--- config.mk ---
export PLATFORM = sky130hd
export DESIGN_NAME = pid_position_motor_drive
export DESIGN_NICKNAME = d
export VERILOG_FILES = /design/src/rtl/pmd_pkg.sv /design/src/rtl/pmd_cfg.sv /design/src/rtl/pmd_muldiv.sv /design/src/rtl/pid_position_motor_drive.sv
export VERILOG_INCLUDE_DIRS = /design/src /design/src/rtl
export SDC_FILE = /design/constraint.sdc
export NUM_CORES = 2
export LEC_CHECK = 0
export ABC_AREA = 1
export BUFFER_PORTS_ARGS = -buffer_cell sky130_fd_sc_hd__buf_2
export CAP_MARGIN = 20
export CELL_PAD_IN_SITES_DETAIL_PLACEMENT = 1
export CELL_PAD_IN_SITES_GLOBAL_PLACEMENT = 1
export CORE_ASPECT_RATIO = 0.7
export CORE_UTILIZATION = 48
export CTS_CLUSTER_SIZE = 10
export DETAILED_ROUTE_END_ITERATION = 10
export GPL_TIMING_DRIVEN = 0
export PLACE_DENSITY = 0.92
export SYNTH_ARGS = -nofsm -noshare
export SYNTH_HDL_FRONTEND = slang
export SYNTH_SLANG_ARGS = --single-unit
--- constraint.sdc ---
create_clock -name aclk -period 10 [get_ports aclk]
set_clock_uncertainty 0.05 [all_clocks]
set_input_delay 2 -clock aclk [delete_from_list [all_inputs] [get_ports aclk]]
set_output_delay 2 -clock aclk [all_outputs]
set_load 0.005 [all_outputs]
--- src/rtl/pid_position_motor_drive_macros.svh ---
// Assertion macros shared by the RTL of the motor drive position loop.
// Define ASSERT_OFF to compile every check down to nothing.
`ifndef PID_POSITION_MOTOR_DRIVE_MACROS_SVH
`define PID_POSITION_MOTOR_DRIVE_MACROS_SVH

`ifndef ASSERT_OFF

// A property checked at every rising edge outside reset.
`define PMD_ASSERT(lbl, clk, rstn, prop, msg) \
    lbl: assert property (@(posedge clk) disable iff (!rstn) (prop)) \
        else $error(msg);

// A condition that must be followed in the next cycle by a consequence.
`define PMD_ASSERT_NEXT(lbl, clk, rstn, ante, cons, msg) \
    lbl: assert property (@(posedge clk) disable iff (!rstn) (ante) |=> (cons)) \
        else $error(msg);

`else

`define PMD_ASSERT(lbl, clk, rstn, prop, msg)
`define PMD_ASSERT_NEXT(lbl, clk, rstn, ante, cons, msg)

`endif

`endif

--- src/rtl/pmd_pkg.sv ---
package pmd_pkg;

    // Field and datapath widths.
    localparam int POS_W     = 16;
    localparam int GAIN_W    = 16;
    localparam int MAG_W     = 32;
    localparam int PROD_W    = MAG_W + GAIN_W;
    localparam int SIG_W     = PROD_W + 2;
    localparam int CFG_IDX_W = 3;

    // The divider retires two quotient bits per cycle.
    localparam int DIV_STEPS = PROD_W / 2;
    localparam int CNT_W     = $clog2(DIV_STEPS);

    // Register indexes on the configuration port.
    localparam logic [CFG_IDX_W-1:0] REG_PROP_GAIN    = 3'd0;
    localparam logic [CFG_IDX_W-1:0] REG_INTEG_GAIN   = 3'd1;
    localparam logic [CFG_IDX_W-1:0] REG_DERIV_GAIN   = 3'd2;
    localparam logic [CFG_IDX_W-1:0] REG_GAIN_DIVISOR = 3'd3;
    localparam logic [CFG_IDX_W-1:0] REG_MAX_DUTY     = 3'd4;

    // Register values after reset.
    localparam logic [GAIN_W-1:0] RST_PROP_GAIN    = 16'd5000;
    localparam logic [GAIN_W-1:0] RST_INTEG_GAIN   = 16'd1;
    localparam logic [GAIN_W-1:0] RST_DERIV_GAIN   = 16'd1000;
    localparam logic [GAIN_W-1:0] RST_GAIN_DIVISOR = 16'd100;
    localparam logic [GAIN_W-1:0] RST_MAX_DUTY     = 16'd0;

    // Term codes walked by the sequencer.
    localparam logic [1:0] TERM_PROP  = 2'd0;
    localparam logic [1:0] TERM_INTEG = 2'd1;
    localparam logic [1:0] TERM_DERIV = 2'd2;

    typedef struct packed {
        logic [GAIN_W-1:0] prop_gain;
        logic [GAIN_W-1:0] integ_gain;
        logic [GAIN_W-1:0] deriv_gain;
        logic [GAIN_W-1:0] gain_divisor;
        logic [GAIN_W-1:0] max_duty;
    } cfg_regs_t;

    // Launch of one multiply and divide on the shared unit.
    typedef struct packed {
        logic              start;
        logic [MAG_W-1:0]  mag;
        logic [GAIN_W-1:0] gain;
        logic [GAIN_W-1:0] divisor;
    } md_req_t;

    typedef struct packed {
        logic              busy;
        logic              done;
        logic [PROD_W-1:0] quot;
    } md_rsp_t;

    typedef enum logic [1:0] {
        ST_IDLE,
        ST_LAUNCH,
        ST_WAIT,
        ST_FINISH
    } pmd_state_t;

endpackage

--- src/rtl/pmd_cfg.sv ---
module pmd_cfg
    import pmd_pkg::*;
(
    input  logic                 aclk,
    input  logic                 aresetn,
    input  logic                 cfg_valid,
    output logic                 cfg_ready,
    input  logic [CFG_IDX_W-1:0] cfg_index,
    input  logic [GAIN_W-1:0]    cfg_data,
    output cfg_regs_t            regs
);

    cfg_regs_t regs_reg;

    // The register file takes a write in any cycle.
    assign cfg_ready = 1'b1;
    assign regs      = regs_reg;

    // Writes to an index beyond the register list are dropped.
    always_ff @(posedge aclk) begin
        if (!aresetn) begin
            regs_reg.prop_gain    <= RST_PROP_GAIN;
            regs_reg.integ_gain   <= RST_INTEG_GAIN;
            regs_reg.deriv_gain   <= RST_DERIV_GAIN;
            regs_reg.gain_divisor <= RST_GAIN_DIVISOR;
            regs_reg.max_duty     <= RST_MAX_DUTY;
        end else if (cfg_valid && cfg_ready) begin
            case (cfg_index)
                REG_PROP_GAIN:    regs_reg.prop_gain    <= cfg_data;
                REG_INTEG_GAIN:   regs_reg.integ_gain   <= cfg_data;
                REG_DERIV_GAIN:   regs_reg.deriv_gain   <= cfg_data;
                REG_GAIN_DIVISOR: regs_reg.gain_divisor <= cfg_data;
                REG_MAX_DUTY:     regs_reg.max_duty     <= cfg_data;
                default: ;
            endcase
        end
    end

endmodule

--- src/rtl/pmd_muldiv.sv ---
module pmd_muldiv
    import pmd_pkg::*;
(
    input  logic    aclk,
    input  logic    aresetn,
    input  md_req_t req,
    output md_rsp_t rsp
);

    logic              busy_reg;
    logic              done_reg;
    logic [CNT_W-1:0]  cnt_reg;
    logic [PROD_W-1:0] quo_reg;
    logic [PROD_W-1:0] quo_next;
    logic [GAIN_W-1:0] rem_reg;
    logic [GAIN_W-1:0] rem_next;
    logic [GAIN_W-1:0] div_reg;
    logic [PROD_W-1:0] prod;
    logic [GAIN_W:0]   trial_a;
    logic [GAIN_W:0]   trial_b;
    logic [PROD_W-1:0] quo_mid;
    logic [GAIN_W-1:0] rem_mid;

    // The product is taken straight into the dividend shift register.
    assign prod = req.mag * req.gain;

    // Two restoring steps per cycle. The remainder stays below the divisor,
    // so it always fits in the divisor's width.
    always_comb begin
        trial_a = {rem_reg, quo_reg[PROD_W-1]};
        quo_mid = {quo_reg[PROD_W-2:0], 1'b0};
        if (trial_a >= {1'b0, div_reg}) begin
            rem_mid    = GAIN_W'(trial_a - {1'b0, div_reg});
            quo_mid[0] = 1'b1;
        end else begin
            rem_mid    = trial_a[GAIN_W-1:0];
        end

        trial_b  = {rem_mid, quo_mid[PROD_W-1]};
        quo_next = {quo_mid[PROD_W-2:0], 1'b0};
        if (trial_b >= {1'b0, div_reg}) begin
            rem_next    = GAIN_W'(trial_b - {1'b0, div_reg});
            quo_next[0] = 1'b1;
        end else begin
            rem_next    = trial_b[GAIN_W-1:0];
        end
    end

    // Step control.
    always_ff @(posedge aclk) begin
        if (!aresetn) begin
            busy_reg <= 1'b0;
            done_reg <= 1'b0;
            cnt_reg  <= '0;
        end else begin
            done_reg <= 1'b0;
            if (req.start) begin
                busy_reg <= 1'b1;
                cnt_reg  <= '0;
            end else if (busy_reg) begin
                cnt_reg <= cnt_reg + 1'b1;
                if (cnt_reg == CNT_W'(DIV_STEPS - 1)) begin
                    busy_reg <= 1'b0;
                    done_reg <= 1'b1;
                end
            end
        end
    end

    // Operand and partial result registers.
    always_ff @(posedge aclk) begin
        if (req.start) begin
            quo_reg <= prod;
            rem_reg <= '0;
            div_reg <= req.divisor;
        end else if (busy_reg) begin
            quo_reg <= quo_next;
            rem_reg <= rem_next;
        end
    end

    // Status and quotient, packed as busy, done, quotient from the top down.
    assign rsp = {busy_reg, done_reg, quo_reg};

endmodule

--- src/rtl/pid_position_motor_drive.sv ---
// Channel   Direction  Payload
// s_axis    in         tdata: position, target, feedforward; tuser: enable
// m_axis    out        tdata: duty; tuser: reverse
// cfg       in         cfg_index selects the register, cfg_data is the value
//
// After an enabled tick is accepted, the input side is not ready until three terms
// have run in turn on the shared multiply and divide unit, whose 48-bit quotient
// comes out two bits per cycle, and the result is loaded. A skipped tick is dropped.
// The result is registered and waits for m_axis_tready without holding back the
// next request. Reset is synchronous and active low; nothing is cleared by sweep.
`include "pid_position_motor_drive_macros.svh"

module pid_position_motor_drive
    import pmd_pkg::*;
(
    input  logic                 aclk,
    input  logic                 aresetn,

    input  logic                 s_axis_tvalid,
    output logic                 s_axis_tready,
    input  logic [47:0]          s_axis_tdata,  // position, target, feedforward
    input  logic                 s_axis_tuser,  // enable

    output logic                 m_axis_tvalid,
    input  logic                 m_axis_tready,
    output logic [15:0]          m_axis_tdata,  // duty
    output logic                 m_axis_tuser,  // reverse

    input  logic                 cfg_valid,
    output logic                 cfg_ready,
    input  logic [CFG_IDX_W-1:0] cfg_index,
    input  logic [GAIN_W-1:0]    cfg_data
);

    cfg_regs_t  cfg;
    md_req_t    md_req;
    md_rsp_t    md_rsp;
    pmd_state_t state_reg;
    pmd_state_t state_next;

    logic [POS_W:0]        err_reg;
    logic [POS_W:0]        dpos_reg;
    logic [MAG_W-1:0]      integral_reg;
    logic [POS_W-1:0]      last_pos_reg;
    logic [SIG_W-1:0]      sig_reg;
    logic [1:0]            term_reg;
    logic                  m_valid_reg;
    logic [POS_W-1:0]      duty_reg;
    logic                  rev_reg;

    logic [POS_W-1:0]      in_pos;
    logic [POS_W-1:0]      in_tgt;
    logic [POS_W-1:0]      in_ff;
    logic                  accept_run;
    logic                  term_done;
    logic                  out_load;
    logic                  md_start;
    logic [GAIN_W-1:0]     div_sel;
    logic [POS_W:0]        err_w;
    logic [POS_W:0]        dpos_w;
    logic [MAG_W:0]        integ_sum;
    logic [MAG_W-1:0]      integ_sat;
    logic [MAG_W:0]        op_val;
    logic [MAG_W:0]        op_abs;
    logic [GAIN_W-1:0]     op_gain;
    logic [SIG_W-1:0]      quot_ext;
    logic [SIG_W-1:0]      term_val;
    logic [SIG_W-1:0]      sig_abs;
    logic [POS_W-1:0]      duty_w;

    pmd_cfg u_cfg (
        .aclk      (aclk),
        .aresetn   (aresetn),
        .cfg_valid (cfg_valid),
        .cfg_ready (cfg_ready),
        .cfg_index (cfg_index),
        .cfg_data  (cfg_data),
        .regs      (cfg)
    );

    pmd_muldiv u_muldiv (
        .aclk    (aclk),
        .aresetn (aresetn),
        .req     (md_req),
        .rsp     (md_rsp)
    );

    assign in_pos = s_axis_tdata[15:0];
    assign in_tgt = s_axis_tdata[31:16];
    assign in_ff  = s_axis_tdata[47:32];

    // Position error, measured change and the saturating integral update.
    assign err_w     = {in_pos[POS_W-1], in_pos} - {in_tgt[POS_W-1], in_tgt};
    assign dpos_w    = {in_pos[POS_W-1], in_pos} - {last_pos_reg[POS_W-1], last_pos_reg};
    assign integ_sum = {integral_reg[MAG_W-1], integral_reg}
                     + {{(MAG_W-POS_W){err_w[POS_W]}}, err_w};

    always_comb begin
        if (integ_sum[MAG_W] != integ_sum[MAG_W-1]) begin
            integ_sat = integ_sum[MAG_W] ? {1'b1, {(MAG_W-1){1'b0}}}
                                         : {1'b0, {(MAG_W-1){1'b1}}};
        end else begin
            integ_sat = integ_sum[MAG_W-1:0];
        end
    end

    // Operand of the current term, split into sign and magnitude.
    always_comb begin
        case (term_reg)
            TERM_PROP: begin
                op_val  = {{(MAG_W-POS_W){err_reg[POS_W]}}, err_reg};
                op_gain = cfg.prop_gain;
            end
            TERM_INTEG: begin
                op_val  = {integral_reg[MAG_W-1], integral_reg};
                op_gain = cfg.integ_gain;
            end
            TERM_DERIV: begin
                op_val  = {{(MAG_W-POS_W){dpos_reg[POS_W]}}, dpos_reg};
                op_gain = cfg.deriv_gain;
            end
            default: begin
                op_val  = '0;
                op_gain = '0;
            end
        endcase
        op_abs = op_val[MAG_W] ? -op_val : op_val;
    end

    // Launch request for the shared unit: start, magnitude, gain, divisor.
    assign div_sel = (cfg.gain_divisor == '0) ? GAIN_W'(1) : cfg.gain_divisor;
    assign md_req  = {md_start, op_abs[MAG_W-1:0], op_gain, div_sel};

    // The quotient takes the operand's sign, so it truncates toward zero.
    assign quot_ext = {{(SIG_W-PROD_W){1'b0}}, md_rsp.quot};
    assign term_val = op_val[MAG_W] ? -quot_ext : quot_ext;

    // Magnitude clamp and direction of the finished sum.
    assign sig_abs = sig_reg[SIG_W-1] ? -sig_reg : sig_reg;
    assign duty_w  = (sig_abs > {{(SIG_W-GAIN_W){1'b0}}, cfg.max_duty})
                   ? cfg.max_duty : sig_abs[POS_W-1:0];

    // Sequencer: next state and strobes.
    always_comb begin
        state_next    = state_reg;
        s_axis_tready = 1'b0;
        md_start      = 1'b0;
        accept_run    = 1'b0;
        term_done     = 1'b0;
        out_load      = 1'b0;
        case (state_reg)
            ST_IDLE: begin
                s_axis_tready = 1'b1;
                if (s_axis_tvalid && s_axis_tuser) begin
                    accept_run = 1'b1;
                    state_next = ST_LAUNCH;
                end
            end
            ST_LAUNCH: begin
                md_start   = 1'b1;
                state_next = ST_WAIT;
            end
            ST_WAIT: begin
                if (md_rsp.done) begin
                    term_done  = 1'b1;
                    state_next = (term_reg == TERM_DERIV) ? ST_FINISH : ST_LAUNCH;
                end
            end
            ST_FINISH: begin
                if (!m_valid_reg || m_axis_tready) begin
                    out_load   = 1'b1;
                    state_next = ST_IDLE;
                end
            end
            default: state_next = ST_IDLE;
        endcase
    end

    // Control state, loop state and the output valid flag.
    always_ff @(posedge aclk) begin
        if (!aresetn) begin
            state_reg    <= ST_IDLE;
            term_reg     <= TERM_PROP;
            integral_reg <= '0;
            last_pos_reg <= '0;
            m_valid_reg  <= 1'b0;
        end else begin
            state_reg <= state_next;
            if (accept_run) begin
                term_reg     <= TERM_PROP;
                integral_reg <= integ_sat;
                last_pos_reg <= in_pos;
            end else if (term_done && term_reg != TERM_DERIV) begin
                term_reg <= term_reg + 1'b1;
            end
            if (out_load) begin
                m_valid_reg <= 1'b1;
            end else if (m_axis_tready) begin
                m_valid_reg <= 1'b0;
            end
        end
    end

    // Working registers and the result register.
    always_ff @(posedge aclk) begin
        if (accept_run) begin
            err_reg  <= err_w;
            dpos_reg <= dpos_w;
            sig_reg  <= {{(SIG_W-POS_W){in_ff[POS_W-1]}}, in_ff};
        end else if (term_done) begin
            sig_reg <= sig_reg + term_val;
        end
        if (out_load) begin
            duty_reg <= duty_w;
            rev_reg  <= sig_reg[SIG_W-1];
        end
    end

    assign m_axis_tvalid = m_valid_reg;
    assign m_axis_tdata  = duty_reg;
    assign m_axis_tuser  = rev_reg;

    // The shared unit only runs or reports while the sequencer waits on it.
    `PMD_ASSERT(a_busy_in_wait, aclk, aresetn,
        md_rsp.busy |-> (state_reg == ST_WAIT), "muldiv busy outside wait state")
    `PMD_ASSERT(a_done_in_wait, aclk, aresetn,
        md_rsp.done |-> (state_reg == ST_WAIT), "muldiv done outside wait state")
    `PMD_ASSERT(a_term_range, aclk, aresetn,
        term_reg <= TERM_DERIV, "term counter out of range")
    `PMD_ASSERT_NEXT(a_skip_keeps_state, aclk, aresetn,
        s_axis_tvalid && s_axis_tready && !s_axis_tuser,
        $stable(integral_reg) && $stable(last_pos_reg) && (state_reg == ST_IDLE),
        "skipped tick changed loop state")

endmodule
Word-level counts from Yosys, hierarchy flattened
Index checks and enable logic that the tools add are counted.

Output and inout port bits: 20. Flip-flop bits (word level): 321. Bits of input ports: 73. Logic and storage cells: 108.

Eq/ne operators: 15. Reductions and logical operators: 20. Add/subtract/negate cells: 11. Bitwise logic cells: 2. Order comparisons: 3. Multiplexer cells: 35. Multipliers: 1.

Operators with widths (count): $mux W50 (4); $pmux W33 S3 (1); $mux W32 (3); $mux W48 (2); $add A50 B50 Y50 (1); $gt A50 B16 Y1 (1); $neg A48 Y50 (1); $neg A50 Y50 (1); $mul A32 B16 Y48 (1); $mux W16 (3); $pmux W16 S3 (1); $ge A17 B16 Y1 (2); $sub A16 B16 Y17 (2); $add A32 B17 Y33 (1); $neg A32 Y32 (1); $sub A16 B16 Y16 (2); $logic_not A16 Y1 (1); $mux W1 (16); $reduce_and A2 Y1 (5); $mux W2 (4); $pmux W2 S4 (1); $eq A2 B2 Y1 const B (3); $eq A3 B2 Y1 const B (2); $ne A2 B2 Y1 const B (3); other kinds (18) (25).

Longest topological paths before layout
Depth after elaboration: 6. Gate-level depth with buffers: 44. Mapped depth without buffers: 42.

Modules after synthesis
From an unflattened synthesis, not the netlist that was laid out.

Cells, all modules: 6391. Area, all modules: 43807.0 µm².

Modules (own cells, without submodules): pmd_muldiv (times used 1, cells each 3104, seq. area each 2382.3 µm², area each 22924.5 µm²); pid_position_motor_drive (times used 1, cells each 2834, seq. area each 4093.9 µm², area each 17663.2 µm²); pmd_cfg (times used 1, cells each 453, seq. area each 1601.5 µm², area each 3219.3 µm²).

Least setup slack after synthesis
No wires, ideal clock.

Path kind: register to register. From: reg term_reg[0]. To: reg u_muldiv.quo_reg[36], data pin. Data arrival time: 7.511 ns. Path buffers: 2. Setup time: 0.257 ns. Stages on the path, launching flop included: 36. Period minus slack after synthesis: 7.818 ns. Setup slack: 2.182 ns. Required time: 9.693 ns. Cell sequence: dfxtp_1 > inv_1 > ha_1 > buf_6 > nand2_1 > o211ai_2 > nand2_1 > clkbuf_1 > ha_1 > inv_1 > nor2_1 > nand3_2 > o21ai_2 > o21ai_0 > or2_2 > nand2_1 > nor2_1 > fa_1 > fa_1 > fa_1 > fa_1 > fa_1 > inv_1 > fa_1 > inv_1 > ha_1 > nand2_1 > nand2_1 > a31oi_1 > o21ai_0 > a21oi_1 > nand2_1 > a21o_1 > or2_2 > nand3_1 > nand2_1.

Word-level cells in the longest chain between the ends: 6. Elaborated cells between the ends (all ways): 9. Classes of those cells: add/sub (1); mul (1); eq/ne (2); mux (4); reduce/logical (1).

Ends and longest elaborated chain: start, declared (line pid_position_motor_drive.sv:46) `logic [1:0] term_reg;`; start signal, assigned (line pid_position_motor_drive.sv:194) `term_reg <= term_reg + 1'b1;`; $eq A2 B2 Y1 (tied with other cells) (line pid_position_motor_drive.sv:109) `case (term_reg)`; $pmux W33 S3 (line pid_position_motor_drive.sv:109); $neg A32 Y32 (line pid_position_motor_drive.sv:127) `op_abs = op_val[MAG_W] ? -op_val : op_val;`; $mux W32 (line pid_position_motor_drive.sv:127); $mul A32 B16 Y48 * (line pmd_muldiv.sv:25) `assign prod = req.mag * req.gain;`; $mux W48 * (line pmd_muldiv.sv:72) `if (req.start) begin`; end signal, assigned (line pmd_muldiv.sv:73) `quo_reg <= prod;`; end signal, assigned (line pmd_muldiv.sv:77) `quo_reg <= quo_next;`; end, declared (line pmd_muldiv.sv:13) `logic [PROD_W-1:0] quo_reg;`.

Mark *: on every way between the ends. The rest lies on a longest branch, timed or not. A chain may end at the register's enable or synchronous reset.

Worst setup path after layout
From: reg term_reg[1]. To: reg u_muldiv.quo_reg[43], data pin.

The elaborated chain is that of the path after synthesis.

==> impl_metrics.json <==
{
  "clock-sinks": 321,
  "cpMostUsedCell": "inv_1",
  "p_switching_mw": 9.73,
  "die_h_um": 251,
  "synth.area.mux_share_pct": 0,
  "crit_slowest_cell": "fa_1",
  "routed_via_density": 5.98,
  "worst_slack_ns": 0.214,
  "dp_slack_ns": -0.786,
  "crit_path_start_kind": "register",
  "drt_iter0_markers": 4542,
  "cpPeakStageDelay_ns": 0.61,
  "hold_class": "register to register",
  "synthFlopType": "edfxtp_1",
  "synth_async_sr_flop_share_pct": 0,
  "timing.final.hold_violations": 0,
  "area_growth_pct": 7.80,
  "drtAntennaViolNets": 0,
  "clkPwrFrac_pct": 8.9,
  "r2r_cells": 37,
  "cp_max_fo": 10,
  "track_usage_pct": 39.9,
  "grt_pass1_wl_mm": 271,
  "grt_max_degree": 47,
  "setup_viol": 0,
  "p_int_mw": 6.35,
  "synth_common_cells": "nand2_1, inv_1, nor2_1, fa_1, nand3_1",
  "switching_share_pct": 60.5,
  "fin_util_pct": 52.6,
  "synth_top_family_by_area": "adder cells",
  "synth.avg_cell_area_um2": 7.09,
  "rsz0062_at_grt": "no",
  "dieArea_um2": 89500,
  "core_um2": 86800,
  "fin_crit_sh_pct": 97.9,
  "endpoint": "u_muldiv.quo_reg[43]",
  "cts.clk_slew.worst_paths_ns": 0.06,
  "clock.fmax_mhz": 102,
  "holdBufCountCts": 0,
  "synth_largest_area_cell": "fa_1",
  "synthCells": 5978,
  "cts_root_buf": "clkbuf_16",
  "ys_seq_area_share_pct": 19.1,
  "worstPathArrival_ns": 10.08,
  "htree_num_levels": 2,
  "peakVddDrop_mv": 0.389,
  "powerDensity_nw_per_um2": 352,
  "synth_compound_gate_area_share_pct": 10.8,
  "max-cap-violations": 0,
  "relSlewSlack_pct": 20.9,
  "grt_pass1_vias": 45000,
  "r2r_slack_ns": 0.21,
  "clk_latency_ns": 0.62,
  "rr_endpoint": "u_muldiv.quo_reg[43]",
  "outcome": "completed",
  "min_period_ns": 9.79,
  "vias": 43700,
  "drive_gt1_share_pct": 5.10,
  "leakagePower_nw": 21.9,
  "yosysWarnings": 0,
  "drt_first_pass_iters": 6,
  "largest_register_ffs": 80,
  "synth_xor_area_share_pct": 3.82,
  "whs_path_depth": 2,
  "ys_seq_elements": 321,
  "cts_buffers": 39,
  "gp_congestion": 1.01,
  "crit_type": "register to register",
  "worstReg2RegStart": "term_reg[1]",
  "tritoncts": "done",
  "synthTopCellsByArea": "fa_1, nand2_1, edfxtp_1",
  "cp-end-kind": "register",
  "post-dp-hpwl_mm": 148,
  "grt-ovfl-total": 0,
  "nets": 6904,
  "tightest_slew_ns": 1.19,
  "portBuffers": 91,
  "pin_count": 93,
  "route.detailed.drc": 0,
  "synth_nets": 6764,
  "synth-edff-count": 165,
  "cts.path.max_buffers": 3,
  "nFillCells": 11400,
  "maxSlewViolCount": 0,
  "routed_wl_mm": 180,
  "start_util_pct": 48.8,
  "wl_per_cell_um": 24.6,
  "synthDistinctLibCells": 58,
  "synthAdderAreaFrac_pct": 28.5,
  "antenna_found_initial": 5,
  "synth.most_common_cell": "nand2_1",
  "synth_area_um2": 42400,
  "cp.required_ns": 10.29,
  "pwr-share-comb_pct": 80.4,
  "power_frac_seq_pct": 10.7,
  "startpoint": "term_reg[1]",
  "synth_top_area_share_pct": 20.0,
  "die_width_um": 357,
  "synth-simple-area-share_pct": 27.2,
  "rows": 90,
  "fin_tns_setup_ns": 0
}
layout by cell type, fill, tap and decap left out, types with 7 or more instances in the layout:
| master | n |
|---|---|
| xnor2_1 | 57 |
| o31ai_1 | 10 |
| and2_1 | 10 |
| buf_6 | 9 |
| inv_1 | 965 |
| a21boi_0 | 10 |
| nor2_1 | 678 |
| nor2_4 | 7 |
| o21a_1 | 14 |
| a31oi_1 | 34 |
| clkbuf_16 | 39 |
| or2_2 | 28 |
| a21o_1 | 21 |
| nand2_1 | 1434 |
| a21oi_1 | 321 |
| nor4_1 | 23 |
| nand3_1 | 368 |
| o21ai_0 | 351 |
| o21bai_1 | 25 |
| dfxtp_1 | 156 |
| nand2_2 | 18 |
| o211ai_1 | 8 |
| ha_1 | 285 |
| xor2_1 | 126 |
| buf_4 | 14 |
| nor2_2 | 19 |
| nand3b_1 | 19 |
| buf_2 | 121 |
| edfxtp_1 | 165 |
| nor3_1 | 56 |
| nand4_1 | 77 |
| fa_1 | 422 |
| clkbuf_2 | 7 |
| clkbuf_1 | 142 |
| a211oi_1 | 11 |
| o21ai_1 | 8 |
cell families after synthesis:
| group | Yosys count |
|---|---|
| adders and majority gates | 713 |
| xor gates and xnor gates | 184 |
| AOI/OAI and AO/OA | 838 |
| other | 1 |
| DFF | 321 |
| buffers and inverters | 1166 |
| and+or+nand+nor | 2755 |
worst min path at each step:
stage	startpoint	endpoint
6_report	u_cfg.regs[48]	u_cfg.regs[48]
5_1_grt	u_cfg.regs[76]	u_cfg.regs[76]
4_1_cts	u_cfg.regs[48]	u_cfg.regs[48]
3_5_place_dp	u_cfg.regs[48]	u_cfg.regs[48]
3_3_place_gp	u_cfg.regs[67]	u_cfg.regs[67]
2_1_floorplan	u_cfg.regs[35]	u_cfg.regs[35]
critical path: cells and delay by family (launching register included):
kind,cells,cell delay [ns]
flip-flops,1,0.34
AO/OA/AOI/OAI,3,0.92
adder cells (fa/ha/maj),9,4.34
AND/OR/NAND/NOR,15,2.24
buffers and inverters,10,1.60
layout make-up:
| class | count | area, um2 | area share [%] |
|---|---|---|---|
| Multi-Input combinational cell | 4491 | 29900 | 65.4 |
| Sequential cell | 321 | 8080 | 17.7 |
| Inverter | 980 | 3690 | 8.08 |
| Tap cell | 1150 | 1440 | 3.15 |
| Clock buffer | 58 | 1060 | 2.31 |
| Buffer | 186 | 845 | 1.85 |
| Timing Repair Buffer | 99 | 566 | 1.24 |
| Clock inverter | 8 | 119 | 0.260 |
| Antenna cell | 6 | 15.0 | 0.0328 |
power groups by stage:
stage / logic (mW) / clock network [mW] / registers [mW]
after global placement: 11.8 / 0 / 1.74
after floorplan: 7.65 / 0 / 1.69
after CTS: 12.4 / 1.43 / 1.72
after global routing: 13.9 / 1.47 / 1.74
after detailed placement: 12.3 / 0 / 1.75
final: 12.9 / 1.44 / 1.72
per-layer routing:
metal	vias to the layer above	routed length (um)	GRT usage (%)
met3	434	19800	10.9
met4	6	6820	13.8
li1	19300	-	-
met5	-	63	0.811
met2	2239	76400	59.7
met1	21700	76700	55.3
metrics by stage:
stage | total power [mW] | hold slack (ns) | cell area [um2] | std cells
after floorplan | 9.34 | 0.379 | 42400 | 5978
after CTS | 15.5 | 0.411 | 45600 | 7291
final | 16.1 | 0.415 | 45700 | 7299
after global placement | 13.6 | 0.390 | 44300 | 7219
after detailed placement | 14.0 | 0.397 | 44400 | 7225
after global routing | 17.1 | 0.443 | 45700 | 7293
timing repair:
item / CTS / global route
pin swaps: 0 / 1
resized for setup: 9 / 33
setup endpoints to repair: 34 / 30
setup buffers: 0 / 2
Power figures use the tool's default switching activity.
